`config.mk`:
```
export PLATFORM = sky130hd
export DESIGN_NAME = priority_thread_scheduler_top
export DESIGN_NICKNAME = d
export VERILOG_FILES = /design/src/pts_pkg.sv /design/src/pts_ctrl.sv /design/src/pts_dpath.sv /design/src/priority_thread_scheduler_top.sv
export SDC_FILE = /design/constraint.sdc
export NUM_CORES = 1
export LEC_CHECK = 0
export BUFFER_PORTS_ARGS = -buffer_cell sky130_fd_sc_hd__buf_2
export CORE_ASPECT_RATIO = 2
export CORE_UTILIZATION = 40
export DETAILED_ROUTE_END_ITERATION = 10
export PLACE_DENSITY = 0.63
export SETUP_SLACK_MARGIN = 0.2
export SLEW_MARGIN = 20
export SYNTH_ARGS = -nofsm -noshare
export SYNTH_HDL_FRONTEND = slang
export SYNTH_SLANG_ARGS = --single-unit
```
`constraint.sdc`:
```
create_clock -name clock -period 8.05 [get_ports clock]
set_input_delay 0.805 -clock clock [delete_from_list [all_inputs] [get_ports clock]]
set_output_delay 0.805 -clock clock [all_outputs]
set_load 0.005 [all_outputs]
```
`src/pts_pkg.sv`:
```
package pts_pkg;

   localparam int THREAD_SLOTS = 4;
   localparam int SLOT_W = (THREAD_SLOTS > 1) ? $clog2(THREAD_SLOTS) : 1;

   localparam int KIND_W = 3;
   localparam int PRIO_W = 2;
   localparam int ENTRY_W = 64;
   localparam int STATUS_W = 3;
   localparam int SLOT_OUT_W = 6;
   localparam int LIVE_W = 7;

   localparam logic [SLOT_W-1:0] LAST_SLOT = SLOT_W'(THREAD_SLOTS - 1);

   // Request kinds.
   localparam logic [KIND_W-1:0] KIND_CREATE = 3'd0;
   localparam logic [KIND_W-1:0] KIND_YIELD = 3'd1;
   localparam logic [KIND_W-1:0] KIND_EXIT = 3'd2;
   localparam logic [KIND_W-1:0] KIND_SET_PRIO = 3'd3;
   localparam logic [KIND_W-1:0] KIND_START = 3'd4;

   // Response status codes.
   localparam logic [STATUS_W-1:0] STATUS_OK = 3'd0;
   localparam logic [STATUS_W-1:0] STATUS_TABLE_FULL = 3'd1;
   localparam logic [STATUS_W-1:0] STATUS_START_REJECTED = 3'd2;
   localparam logic [STATUS_W-1:0] STATUS_ALL_DONE = 3'd3;
   localparam logic [STATUS_W-1:0] STATUS_NOT_STARTED = 3'd4;

   typedef enum logic [1:0] {
      SLOT_FREE,
      SLOT_RUNNABLE,
      SLOT_RUNNING
   } slot_state_type;

   typedef struct packed {
      logic load_req;
      logic scan_step;
      logic apply;
      logic report;
   } pts_cmd_type;

   typedef struct packed {
      logic scan_last;
   } pts_stat_type;

endpackage

```
`src/pts_ctrl.sv`:
```
module pts_ctrl (
   input  logic                  clock,
   input  logic                  reset,
   input  logic                  start,
   input  pts_pkg::pts_stat_type stat,
   output pts_pkg::pts_cmd_type  cmd,
   output logic                  busy,
   output logic                  rsp_strobe
);
   import pts_pkg::*;

   typedef enum logic [1:0] {
      IDLE,
      SCAN,
      APPLY,
      REPORT
   } ctrl_state_type;

   ctrl_state_type state_ff;
   logic           strobe_ff;

   always_ff @(posedge clock) begin
      if (reset) begin
         state_ff  <= IDLE;
         strobe_ff <= 1'b0;
      end else begin
         strobe_ff <= (state_ff == REPORT);
         unique case (state_ff)
            IDLE: begin
               if (start) state_ff <= SCAN;
            end
            SCAN: begin
               if (stat.scan_last) state_ff <= APPLY;
            end
            APPLY: begin
               state_ff <= REPORT;
            end
            REPORT: begin
               state_ff <= IDLE;
            end
            default: begin
               state_ff <= IDLE;
            end
         endcase
      end
   end

   assign busy          = (state_ff != IDLE);
   assign rsp_strobe    = strobe_ff;
   assign cmd.load_req  = (state_ff == IDLE) && start;
   assign cmd.scan_step = (state_ff == SCAN);
   assign cmd.apply     = (state_ff == APPLY);
   assign cmd.report    = (state_ff == REPORT);

endmodule

```
`src/pts_dpath.sv`:
```
module pts_dpath (
   input  logic                             clock,
   input  logic                             reset,
   input  pts_pkg::pts_cmd_type             cmd,
   output pts_pkg::pts_stat_type            stat,
   input  logic [pts_pkg::KIND_W-1:0]       req_kind,
   input  logic [pts_pkg::PRIO_W-1:0]       req_prio_in,
   input  logic [pts_pkg::ENTRY_W-1:0]      req_entry_address,
   output logic [pts_pkg::STATUS_W-1:0]     rsp_status,
   output logic                             rsp_switched,
   output logic [pts_pkg::SLOT_OUT_W-1:0]   rsp_running_slot,
   output logic [pts_pkg::ENTRY_W-1:0]      rsp_running_entry,
   output logic [pts_pkg::PRIO_W-1:0]       rsp_old_priority,
   output logic [pts_pkg::PRIO_W-1:0]       rsp_current_priority
);
   import pts_pkg::*;

   // Latched request.
   logic [KIND_W-1:0]  kind_ff;
   logic [PRIO_W-1:0]  req_prio_ff;
   logic [ENTRY_W-1:0] req_entry_ff;

   // Slot table.
   slot_state_type     slot_state_ff [THREAD_SLOTS];
   slot_state_type     slot_state_in [THREAD_SLOTS];
   logic [PRIO_W-1:0]  slot_prio_ff [THREAD_SLOTS];
   logic [PRIO_W-1:0]  slot_prio_in [THREAD_SLOTS];
   logic [ENTRY_W-1:0] slot_entry_ff [THREAD_SLOTS];

   logic [SLOT_W-1:0]  sel_ff, sel_in;
   logic [LIVE_W-1:0]  live_ff, live_in;
   logic               started_ff, started_in;

   // Scan results.
   logic [SLOT_W-1:0]  scan_idx_ff;
   logic               free_found_ff;
   logic [SLOT_W-1:0]  free_idx_ff;
   logic               best_found_ff;
   logic [SLOT_W-1:0]  best_idx_ff;
   logic [PRIO_W-1:0]  best_prio_ff;

   logic [SLOT_W-1:0]   rd_idx;
   slot_state_type      rd_state;
   logic [PRIO_W-1:0]   rd_prio;

   logic [STATUS_W-1:0] status_in;
   logic                switch_in;
   logic [PRIO_W-1:0]   prev_in;

   logic [STATUS_W-1:0]   status_ff;
   logic                  switched_ff;
   logic [SLOT_OUT_W-1:0] running_slot_ff;
   logic [ENTRY_W-1:0]    running_entry_ff;
   logic [PRIO_W-1:0]     prev_prio_ff;
   logic [PRIO_W-1:0]     cur_prio_ff;

   // The table is read at one place: the scan pointer during the scan and
   // the selected slot otherwise.
   assign rd_idx   = cmd.scan_step ? scan_idx_ff : sel_ff;
   assign rd_state = slot_state_ff[rd_idx];
   assign rd_prio  = slot_prio_ff[rd_idx];

   assign stat.scan_last = (scan_idx_ff == LAST_SLOT);

   always_comb begin
      slot_state_in = slot_state_ff;
      slot_prio_in  = slot_prio_ff;
      sel_in        = sel_ff;
      live_in       = live_ff;
      started_in    = started_ff;
      status_in     = STATUS_OK;
      switch_in     = 1'b0;
      prev_in       = '0;
      priority if (kind_ff == KIND_CREATE) begin
         if (!free_found_ff) begin
            status_in = STATUS_TABLE_FULL;
         end else begin
            slot_state_in[free_idx_ff] = SLOT_RUNNABLE;
            slot_prio_in[free_idx_ff]  = req_prio_ff;
            live_in                    = live_ff + 1'b1;
         end
      end else if (kind_ff == KIND_START) begin
         if (started_ff || (live_ff == '0)) begin
            status_in = STATUS_START_REJECTED;
         end else begin
            started_in = 1'b1;
            if (best_found_ff) begin
               sel_in                     = best_idx_ff;
               slot_state_in[best_idx_ff] = SLOT_RUNNING;
               switch_in                  = 1'b1;
            end
         end
      end else if (!started_ff) begin
         status_in = STATUS_NOT_STARTED;
      end else if (kind_ff == KIND_YIELD) begin
         if (best_found_ff) begin
            if (rd_state == SLOT_RUNNING) slot_state_in[sel_ff] = SLOT_RUNNABLE;
            sel_in                     = best_idx_ff;
            slot_state_in[best_idx_ff] = SLOT_RUNNING;
         end
      end else if (kind_ff == KIND_EXIT) begin
         if (rd_state == SLOT_RUNNING) begin
            slot_state_in[sel_ff] = SLOT_FREE;
            live_in               = live_ff - 1'b1;
         end
         if (best_found_ff) begin
            sel_in                     = best_idx_ff;
            slot_state_in[best_idx_ff] = SLOT_RUNNING;
         end else if (live_in == '0) begin
            status_in = STATUS_ALL_DONE;
         end
      end else if (kind_ff == KIND_SET_PRIO) begin
         prev_in              = rd_prio;
         slot_prio_in[sel_ff] = req_prio_ff;
      end
      if (sel_in != sel_ff) switch_in = 1'b1;
   end

   always_ff @(posedge clock) begin
      if (reset) begin
         for (int i = 0; i < THREAD_SLOTS; i++) begin
            slot_state_ff[i] <= SLOT_FREE;
         end
         sel_ff        <= '0;
         live_ff       <= '0;
         started_ff    <= 1'b0;
         scan_idx_ff   <= '0;
         free_found_ff <= 1'b0;
         best_found_ff <= 1'b0;
      end else begin
         if (cmd.load_req) begin
            scan_idx_ff   <= '0;
            free_found_ff <= 1'b0;
            best_found_ff <= 1'b0;
         end
         if (cmd.scan_step) begin
            scan_idx_ff <= scan_idx_ff + 1'b1;
            if ((rd_state == SLOT_FREE) && !free_found_ff) begin
               free_found_ff <= 1'b1;
            end
            if ((rd_state == SLOT_RUNNABLE) && (!best_found_ff || (rd_prio > best_prio_ff))) begin
               best_found_ff <= 1'b1;
            end
         end
         if (cmd.apply) begin
            slot_state_ff <= slot_state_in;
            sel_ff        <= sel_in;
            live_ff       <= live_in;
            started_ff    <= started_in;
         end
      end
   end

   // Payload registers: no reset needed.
   always_ff @(posedge clock) begin
      if (cmd.load_req) begin
         kind_ff      <= req_kind;
         req_prio_ff  <= req_prio_in;
         req_entry_ff <= req_entry_address;
      end
      if (cmd.scan_step) begin
         if ((rd_state == SLOT_FREE) && !free_found_ff) begin
            free_idx_ff <= scan_idx_ff;
         end
         if ((rd_state == SLOT_RUNNABLE) && (!best_found_ff || (rd_prio > best_prio_ff))) begin
            best_idx_ff  <= scan_idx_ff;
            best_prio_ff <= rd_prio;
         end
      end
      if (cmd.apply) begin
         slot_prio_ff <= slot_prio_in;
         if ((kind_ff == KIND_CREATE) && free_found_ff) begin
            slot_entry_ff[free_idx_ff] <= req_entry_ff;
         end
         status_ff    <= status_in;
         switched_ff  <= switch_in;
         prev_prio_ff <= prev_in;
      end
      if (cmd.report) begin
         running_slot_ff  <= SLOT_OUT_W'(sel_ff);
         running_entry_ff <= started_ff ? slot_entry_ff[sel_ff] : '0;
         cur_prio_ff      <= started_ff ? rd_prio : '0;
      end
   end

   assign rsp_status           = status_ff;
   assign rsp_switched         = switched_ff;
   assign rsp_running_slot     = running_slot_ff;
   assign rsp_running_entry    = running_entry_ff;
   assign rsp_old_priority     = prev_prio_ff;
   assign rsp_current_priority = cur_prio_ff;

endmodule

```
`src/priority_thread_scheduler_top.sv`:
```
// Static-priority thread-slot scheduler.
//
// A request (kind, priority, entry address) is transferred at a rising edge
// where start is high and busy is low. The block then raises busy, scans the
// slot table one slot per cycle, applies the request and then reads back the
// selected slot. The response is presented on the rsp_ ports for exactly one
// cycle, marked by rsp_strobe, and that transfer completes at the edge ending
// the cycle; the receiver cannot hold it off. busy is already low while the
// response is shown, so a new request may be transferred in that same cycle;
// no new request is taken while an earlier one is still being processed.
// A synchronous, active-high reset marks every slot free, selects slot 0,
// clears the live count and the started flag, and leaves the block idle.
module priority_thread_scheduler_top (
   input  logic                           clock,
   input  logic                           reset,
   input  logic                           start,
   output logic                           busy,
   input  logic [pts_pkg::KIND_W-1:0]     req_kind,
   input  logic [pts_pkg::PRIO_W-1:0]     req_prio_in,
   input  logic [pts_pkg::ENTRY_W-1:0]    req_entry_address,
   output logic                           rsp_strobe,
   output logic [pts_pkg::STATUS_W-1:0]   rsp_status,
   output logic                           rsp_switched,
   output logic [pts_pkg::SLOT_OUT_W-1:0] rsp_running_slot,
   output logic [pts_pkg::ENTRY_W-1:0]    rsp_running_entry,
   output logic [pts_pkg::PRIO_W-1:0]     rsp_old_priority,
   output logic [pts_pkg::PRIO_W-1:0]     rsp_current_priority
);
   import pts_pkg::*;

   pts_cmd_type  cmd;
   pts_stat_type stat;

   // The controller sequences scan, apply and report; it owns busy and the
   // response strobe.
   pts_ctrl u_ctrl (
      .clock      (clock),
      .reset      (reset),
      .start      (start),
      .stat       (stat),
      .cmd        (cmd),
      .busy       (busy),
      .rsp_strobe (rsp_strobe)
   );

   // The datapath holds the slot table, the selection and the response
   // registers.
   pts_dpath u_dpath (
      .clock                (clock),
      .reset                (reset),
      .cmd                  (cmd),
      .stat                 (stat),
      .req_kind             (req_kind),
      .req_prio_in          (req_prio_in),
      .req_entry_address    (req_entry_address),
      .rsp_status           (rsp_status),
      .rsp_switched         (rsp_switched),
      .rsp_running_slot     (rsp_running_slot),
      .rsp_running_entry    (rsp_running_entry),
      .rsp_old_priority     (rsp_old_priority),
      .rsp_current_priority (rsp_current_priority)
   );

   // A transferred request always makes the block busy on the next cycle.
   a_accept_busy: assert property (@(posedge clock) disable iff (reset)
      (start && !busy) |=> busy)
      else $error("request transfer did not start processing");

   // A response follows a busy cycle and is shown while the block is idle.
   a_strobe_after_busy: assert property (@(posedge clock) disable iff (reset)
      rsp_strobe |-> ($past(busy) && !busy))
      else $error("response strobe outside the end of a request");

   // A change of running thread is only reported with an ok status.
   a_switch_ok: assert property (@(posedge clock) disable iff (reset)
      (rsp_strobe && rsp_switched) |-> (rsp_status == STATUS_OK))
      else $error("switch reported with an error status");

   // The selected slot always lies inside the table.
   a_slot_range: assert property (@(posedge clock) disable iff (reset)
      rsp_strobe |-> (rsp_running_slot < SLOT_OUT_W'(THREAD_SLOTS)))
      else $error("running slot outside the table");

endmodule
```
# ---- After elaboration in Yosys (flattened, before gate mapping)
# Memory sizes are Yosys's and may differ from the RTL's. A register that Yosys moved wholly into a read port is not among the register bits.
# Cells that the tools add are included.
dict set report word_totals {
  register_bits 118
  mem_bits_rw 256
  input_bits 72
  out_inout_bits 80
  word_cells 204
  memories 1
}
# memory depth width rd rd_ports_with_merged_regs write_ports line_no
set mem_list {}
lappend mem_list {u_dpath.slot_entry_ff 4 64 1 1 1 pts_dpath.sv:28} ;# logic [ENTRY_W-1:0] slot_entry_ff [THREAD_SLOTS];
dict set report classes {
  add_sub_neg 3
  order_cmp 8
  eq_ne 20
  muxes 90
  n_bitwise 23
  reduce_logical 32
}
# op count
set ops {}
lappend ops {{8-bit two-way mux} 29}
lappend ops {{7-bit two-way mux} 12}
lappend ops {{2-bit two-way mux} 21}
lappend ops {{4-bit bitwise AND} 5}
lappend ops {{4-bit OR} 5}
lappend ops {{3-bit two-way mux} 6}
lappend ops {{8-bit bitwise mux} 2}
lappend ops {{7-bit zero test} 2}
lappend ops {{1-bit two-way mux} 14}
lappend ops {{7-bit AND reduction} 2}
lappend ops {{2-bit demux with 2-bit select} 3}
lappend ops {{3-bit >= comparator, second input constant} 4}
lappend ops {{2-bit NOT with 3-bit output} 4}
lappend ops {{4-bit NOT} 3}
lappend ops {{2-bit nonzero test} 5}
lappend ops {{3-bit by 1-bit less-than comparator with 1-bit output, second input constant} 3}
lappend ops {{8-bit bitwise AND} 1}
lappend ops {{2-bit binary-select mux with 2-bit select} 2}
lappend ops {{2-bit == test, second input constant} 4}
lappend ops {{2-bit by 1-bit inequality test with 1-bit output, second input constant} 4}
lappend ops {{8-bit NOT} 1}
lappend ops {{2-bit case mux with 4 select lines} 1}
lappend ops {{7-bit by 1-bit adder with 7-bit output, second input constant} 1}
lappend ops {{1-bit logical AND} 7}
lappend ops {{other kinds (22)} 35}

# ---- Logic depth before layout (Yosys ltp)
dict set report depth {
  ltp_word 21
  mapped_depth 13
  ltp_nobuf 12
}

# ---- Cells and area by module
# A second synthesis with hierarchy kept.
dict set report unflattened {
  cells_unflattened 871
  area_unflattened_um2 16682.2
}
# module n_inst cells_each area_each_um2
set modules_own_cells {}
lappend modules_own_cells {pts_dpath 1 849 16480.8}
lappend modules_own_cells {pts_ctrl 1 22 201.4}

# ---- Worst setup path before layout
# No wires, ideal clock.
dict set report synth_path {
  path_kind {register to register}
  from {reg u_dpath.kind_ff[0]}
  to {mem u_dpath.slot_entry_ff[0][0], enable pin}
  setup_ns 0.564
  arrival_ns 5.429
  slack_ns 2.057
  path_stages_with_launch 5
  path_buffers 1
  synth_period_minus_slack_ns 5.993
  cell_sequence {edfxtp_1 clkbuf_8 nor3_1 nand3_1 nor3_1}
}
dict set report synth_via {
  elab_chain_len 5
}
# element line_no
set synth_lines {}
lappend synth_lines {{start: declaration} pts_dpath.sv:19} ;# logic [KIND_W-1:0] kind_ff;
lappend synth_lines {{start signal: assignment} pts_dpath.sv:157} ;# kind_ff <= req_kind;
lappend synth_lines {{3-bit zero test} pts_dpath.sv:172} ;# if ((kind_ff == KIND_CREATE) && free_found_ff) begin
lappend synth_lines {{1-bit logical AND} pts_dpath.sv:172}
lappend synth_lines {{1-bit two-way mux} pts_dpath.sv:172}
lappend synth_lines {{1-bit two-way mux} pts_dpath.sv:170} ;# if (cmd.apply) begin
lappend synth_lines {{1-bit two-way mux (not written as such)} pts_dpath.sv:173} ;# slot_entry_ff[free_idx_ff] <= req_entry_ff;
lappend synth_lines {{end: declaration} pts_dpath.sv:28}
# No other way between the ends.

# ---- Final worst setup path
dict set report layout_path {
  from {reg u_ctrl.state_ff[1]}
  to {reg u_dpath.best_found_ff}
}
dict set report layout_via {
  elab_chain_len 11
}
# element line_no
set layout_lines {}
lappend layout_lines {{start: declaration} pts_ctrl.sv:19} ;# ctrl_state_type state_ff;
lappend layout_lines {{start signal: assignment} pts_ctrl.sv:24} ;# state_ff <= IDLE;
lappend layout_lines {{start signal: assignment} pts_ctrl.sv:30} ;# if (start) state_ff <= SCAN;
lappend layout_lines {{start signal: assignment} pts_ctrl.sv:33} ;# if (stat.scan_last) state_ff <= APPLY;
lappend layout_lines {{2-bit by 1-bit == test with 1-bit output} pts_ctrl.sv:51} ;# assign cmd.scan_step = (state_ff == SCAN);
lappend layout_lines {{2-bit two-way mux} pts_dpath.sv:59} ;# assign rd_idx = cmd.scan_step ? scan_idx_ff : sel_ff;
lappend layout_lines {{2-bit NOT with 3-bit output (not written as such)} pts_dpath.sv:61} ;# assign rd_prio = slot_prio_ff[rd_idx];
lappend layout_lines {{2-bit binary-select mux with 2-bit select} pts_dpath.sv:61}
lappend layout_lines {{2-bit two-way mux (not written as such) (2 in series)} pts_dpath.sv:61}
lappend layout_lines {{via u_dpath.rd_prio[1]} pts_dpath.sv:44} ;# logic [PRIO_W-1:0] rd_prio;
lappend layout_lines {{2-bit > comparator} pts_dpath.sv:141} ;# if ((rd_state == SLOT_RUNNABLE) && (!best_found_ff || (rd_prio > best_prio_ff))) begin
lappend layout_lines {{1-bit logical OR} pts_dpath.sv:141}
lappend layout_lines {{1-bit logical AND} pts_dpath.sv:141}
lappend layout_lines {{1-bit two-way mux} pts_dpath.sv:141}
lappend layout_lines {{1-bit two-way mux} pts_dpath.sv:136} ;# if (cmd.scan_step) begin
lappend layout_lines {{end signal: assignment} pts_dpath.sv:129} ;# best_found_ff <= 1'b0;
lappend layout_lines {{end signal: assignment} pts_dpath.sv:134} ;# best_found_ff <= 1'b0;
lappend layout_lines {{end signal: assignment} pts_dpath.sv:142} ;# best_found_ff <= 1'b1;
lappend layout_lines {{end: declaration} pts_dpath.sv:38} ;# logic best_found_ff;
# The timed path passes the listed nets, and every way through them passes these cells. The select of a mux whose other input is x is not followed.
# A chain may end at the register's enable or synchronous reset.

==> parameters.txt <==
Parameter                              Value

Floorplanning
  Die area    between 0.04 and 0.05 mm2
  Top-level port count    152
  Core region area    0.0410 mm2
  Chip height    between 200 and 300 um
  Initial core utilization    slightly above 40%
  Std-Cell Rows    roughly 110
  Die Width    between 100 and 150 um

Flow run
  Number of max-cap violations    0

Clock network
  Buffers from clock root to sink, at most    3
  Clock-pin slew on the worst setup and hold paths    about 70 ps
  Clock latency reported for the late side of the worst-skew pair    around 530 ps
  CTS sink count    438
  Clock root buffer master    sky130_fd_sc_hd__clkbuf_16
  Post-CTS sizing    0
  Number of hold buffers added after CTS    0
  Number of post-CTS setup repair buffers    0
  Number of levels the H-tree was split into    2
  Number of CTS-inserted buffers    38
  TritonCTS clock tree    done

Cells and area
  Fraction of layout cells with a size suffix above 1    28.6%
  Area added between synthesis and finish    14.8%
  Nets    1102
  Post-route core utilization    a little under half
  Finished layout cell area    about 0.019 mm2
  Filler cell count    3521
  Diode insertion count for antenna repair    0
  Final non-filler cell total    between 1.5k and 2k

Route
  Detailed-route via count    8184
  First-pass iteration count of the detailed router    5
  Wirelength, routed    34400 um
  Number of nets with antenna violations after routing    0
  Average via count per standard cell    a little over 5
  Number of DRC markers after the initial detailed-route iteration    roughly 560
  Remaining routing DRC violations    0
  Post-DR wirelength/cell    between 20 and 25 um

Synth
  Number of synthesized register bits    around 440
  Largest family of logic cells by synthesized area    multiplexers
  Yosys synthesis warning count    0
  Area share of the largest cell type after synthesis    roughly 74%
  Most frequently used cell type in the post-synthesis netlist    sky130_fd_sc_hd__edfxtp_1
  Compound-cell area share of the yosys netlist    under 10%
  Area share of xor/xnor cells in the synthesized design    less than 1%
  Post-Syn Area per Cell    roughly 19 um2
  Seq/Total Area, Yosys    77.4%
  Most area-hungry cell type in the Yosys netlist    sky130_fd_sc_hd__edfxtp_1
  Cell count after synthesis    between 800 and 900
  Cells taking the most area after synthesis    sky130_fd_sc_hd__edfxtp_1 74%, sky130_fd_sc_hd__mux4_2 8.8%, sky130_fd_sc_hd__dfxtp_1 3.0%
  Adder and majority gate portion of the synthesized area    less than 1%
  Cell types with the highest counts after synthesis    413 x sky130_fd_sc_hd__edfxtp_1, 73 x sky130_fd_sc_hd__and2_1, 65 x sky130_fd_sc_hd__mux4_2, 36 x sky130_fd_sc_hd__nor2_1, 32 x sky130_fd_sc_hd__clkbuf_1
  Share of async-settable or async-resettable flops after synthesis    0%
  Count of distinct cell types in the synthesized netlist    between 50 and 60
  Simple-gate share of the synthesized area    6.48%
  Post-Synthesis Cell Area    approximately 0.017 mm2
  Fraction of synthesized area in multiplexers    between 10% and 20%
  Synth Flop Type    sky130_fd_sc_hd__edfxtp_1
  Count of flip-flops with a built-in enable after synthesis    between 400 and 500

Worst setup path
  Critical Path Source Type    flop
  Worst setup path class    flop to flop
  Sort of element at the end of the critical path    flop
  Depth of the worst register-to-register path    11
  Required time at the endpoint of the critical path    about 8500 ps
  Critical path fanouts, max    6
  Arr. time, crit path    3650 ps

Power
  Clock power frac    between 30% and 40%
  Internal Power    3.79 mW
  Overall power of the completed layout    a little under 5 mW
  Combinational share of power    under 10%
  Switching share of total power    between 20% and 30%
  Total power density per cell area    between 200 and 300 mW/mm2
  Peak ir drop on the vdd network    ~0.23 mV
  Switch Pwr    ~1.2 mW
  Sequential Power Share    about three fifths
  Leakage power    6.28 nW

Place
  I/O Buffers    roughly 150
  HPWL after DPL    21200 um
  Placed insts    between 1.5k and 2k
  Placement Setup Slack    around 4800 ps
  Routability congestion estimate from global placement    0.903
  Instance area at placement    0.0180 mm2

Hold path
  Number of cells traversed by the worst hold path    1
  Tightest Hold Check Type    input pin to flop

STA
  Top achievable clock speed    slightly above 0.3 GHz
  PnR worst setup slack    between 4000 and 5000 ps
  Final critical path time including I/O delays and setup    between 3000 and 4000 ps
  Final number of setup-violating endpoints    0
  Final hold slack    ~440 ps
  Slew of the pin with the lowest slew margin    around 1000 ps
  Unrepaired setup endpoints after global routing    no
  Final period utilization    about two fifths
  Post-route clock skew    14.5 ps
  Fin Setup TNS    0 ps
  Relative slew margins    between 30% and 40%
  Number of pins exceeding their max-slew limit in the final report    0
  Final Hold Vio Count    0

Global routing
  Initial antenna violation count    1
  Pin count of the biggest net entering global routing    70
  Overall global routing resource usage    between 10% and 20%
  Vias in the first global route    roughly 9k
  Wire length of the first global-routing pass    52500 um
  GRT overflow    0

Run status
  Outcome    complete, no violations
-- path summary, 6_finish.rpt --
kind                                 endpoint  slack, ps                     from
setup / recovery        u_dpath.best_found_ff       4810       u_ctrl.state_ff[1]
hold / removal       u_dpath.req_entry_ff[12]        440    req_entry_address[12]
setup reg to reg        u_dpath.best_found_ff       4810       u_ctrl.state_ff[1]
hold reg to reg   u_dpath.slot_entry_ff[0][8]        500  u_dpath.req_entry_ff[8]
-- cells in the final DEF, fill, tap and decap left out, types with 3 or more instances in the layout --
cell type and n:
sky130_fd_sc_hd__mux2i_1 6, sky130_fd_sc_hd__and3_1 6, sky130_fd_sc_hd__inv_6 3, sky130_fd_sc_hd__a21boi_0 5, sky130_fd_sc_hd__mux4_2 65, sky130_fd_sc_hd__conb_1 4, sky130_fd_sc_hd__dfxtp_1 22, sky130_fd_sc_hd__clkbuf_16 39
sky130_fd_sc_hd__nor2_4 3, sky130_fd_sc_hd__nand2b_1 5, sky130_fd_sc_hd__buf_2 147, sky130_fd_sc_hd__buf_4 10, sky130_fd_sc_hd__nand3_1 9, sky130_fd_sc_hd__and2_1 73, sky130_fd_sc_hd__clkinv_1 8, sky130_fd_sc_hd__edfxtp_1 413
sky130_fd_sc_hd__nor3_1 10, sky130_fd_sc_hd__inv_1 13, sky130_fd_sc_hd__ha_1 10, sky130_fd_sc_hd__clkbuf_1 10, sky130_fd_sc_hd__nand4_1 3, sky130_fd_sc_hd__a31oi_1 5, sky130_fd_sc_hd__nand2_1 25, sky130_fd_sc_hd__nor2b_1 12
sky130_fd_sc_hd__and2b_2 5, sky130_fd_sc_hd__a21oi_1 19, sky130_fd_sc_hd__xnor2_1 8, sky130_fd_sc_hd__clkinv_2 5, sky130_fd_sc_hd__mux4_1 4, sky130_fd_sc_hd__nor2_1 33, sky130_fd_sc_hd__a211oi_1 4, sky130_fd_sc_hd__o21ai_0 13
-- state kept, by name (all words and copies together), names as in the netlist, 2 cells and up --
name,count
u_dpath.slot_entry_ff,256
u_dpath.rsp_running_slot,2
u_dpath.slot_state_ff,8
u_dpath.rsp_status,3
u_dpath.kind_ff,3
u_dpath.free_idx_ff,2
u_dpath.live_ff,7
u_dpath.best_idx_ff,2
u_dpath.rsp_current_priority,2
u_dpath.slot_prio_ff,8
u_dpath.req_entry_ff,64
u_dpath.scan_idx_ff,2
u_dpath.best_prio_ff,2
u_dpath.rsp_old_priority,2
u_ctrl.state_ff,2
u_dpath.rsp_running_entry,64
u_dpath.sel_ff,2
u_dpath.req_prio_ff,2
-- metal layers --
layer / vias to the layer above / share of wire [%] / global-route usage, %
li1: 3686 / - / -
met1: 4207 / 37 / 18.2
met2: 213 / 55 / 30.7
met3: 76 / 3.9 / 2.39
met4: 2 / 4.4 / 7.80
met5: - / 0.023 / 0
-- cells by family after synthesis --
group / count (synthesis)
flops: 438
mux: 78
fa+ha+maj: 11
simple gates: 196
buf+inv: 58
other cells: 1
compound gates: 70
xor+xnor: 10
-- layout make-up --
class / count / area (um2) / area share [%]
Tap cell: 535 / 669 / 3.50
Clock inverter: 19 / 130 / 0.680
Inverter: 14 / 53.8 / 0.281
Clock buffer: 49 / 1010 / 5.30
Multi-Input combinational cell: 369 / 3510 / 18.4
Timing Repair Buffer: 158 / 831 / 4.34
Sequential cell: 438 / 12900 / 67.5
-- worst max-delay path: stages, from the launching register on --
cell and delay [ps]:
sky130_fd_sc_hd__dfxtp_1 360, sky130_fd_sc_hd__inv_1 120, sky130_fd_sc_hd__ha_1 350, sky130_fd_sc_hd__mux2i_1 500
sky130_fd_sc_hd__mux4_1 680, sky130_fd_sc_hd__ha_1 330, sky130_fd_sc_hd__nor2b_1 130, sky130_fd_sc_hd__o21ai_0 150
sky130_fd_sc_hd__nand2_1 60, sky130_fd_sc_hd__and3_1 270, sky130_fd_sc_hd__a21oi_1 140, sky130_fd_sc_hd__nor2_1 50
-- power by group through the flow --
| stage | clock [mW] | sequential [mW] | combinational (mW) |
|---|---|---|---|
| final | 1.72 | 2.89 | 0.347 |
| after global routing | 1.84 | 2.91 | 0.383 |
| after CTS | 1.77 | 2.89 | 0.353 |
| after detailed placement | 0 | 2.94 | 0.353 |
| after global placement | 0 | 2.93 | 0.344 |
| after floorplan | 0 | 2.88 | 0.208 |
(Power assumes the default switching activity.)
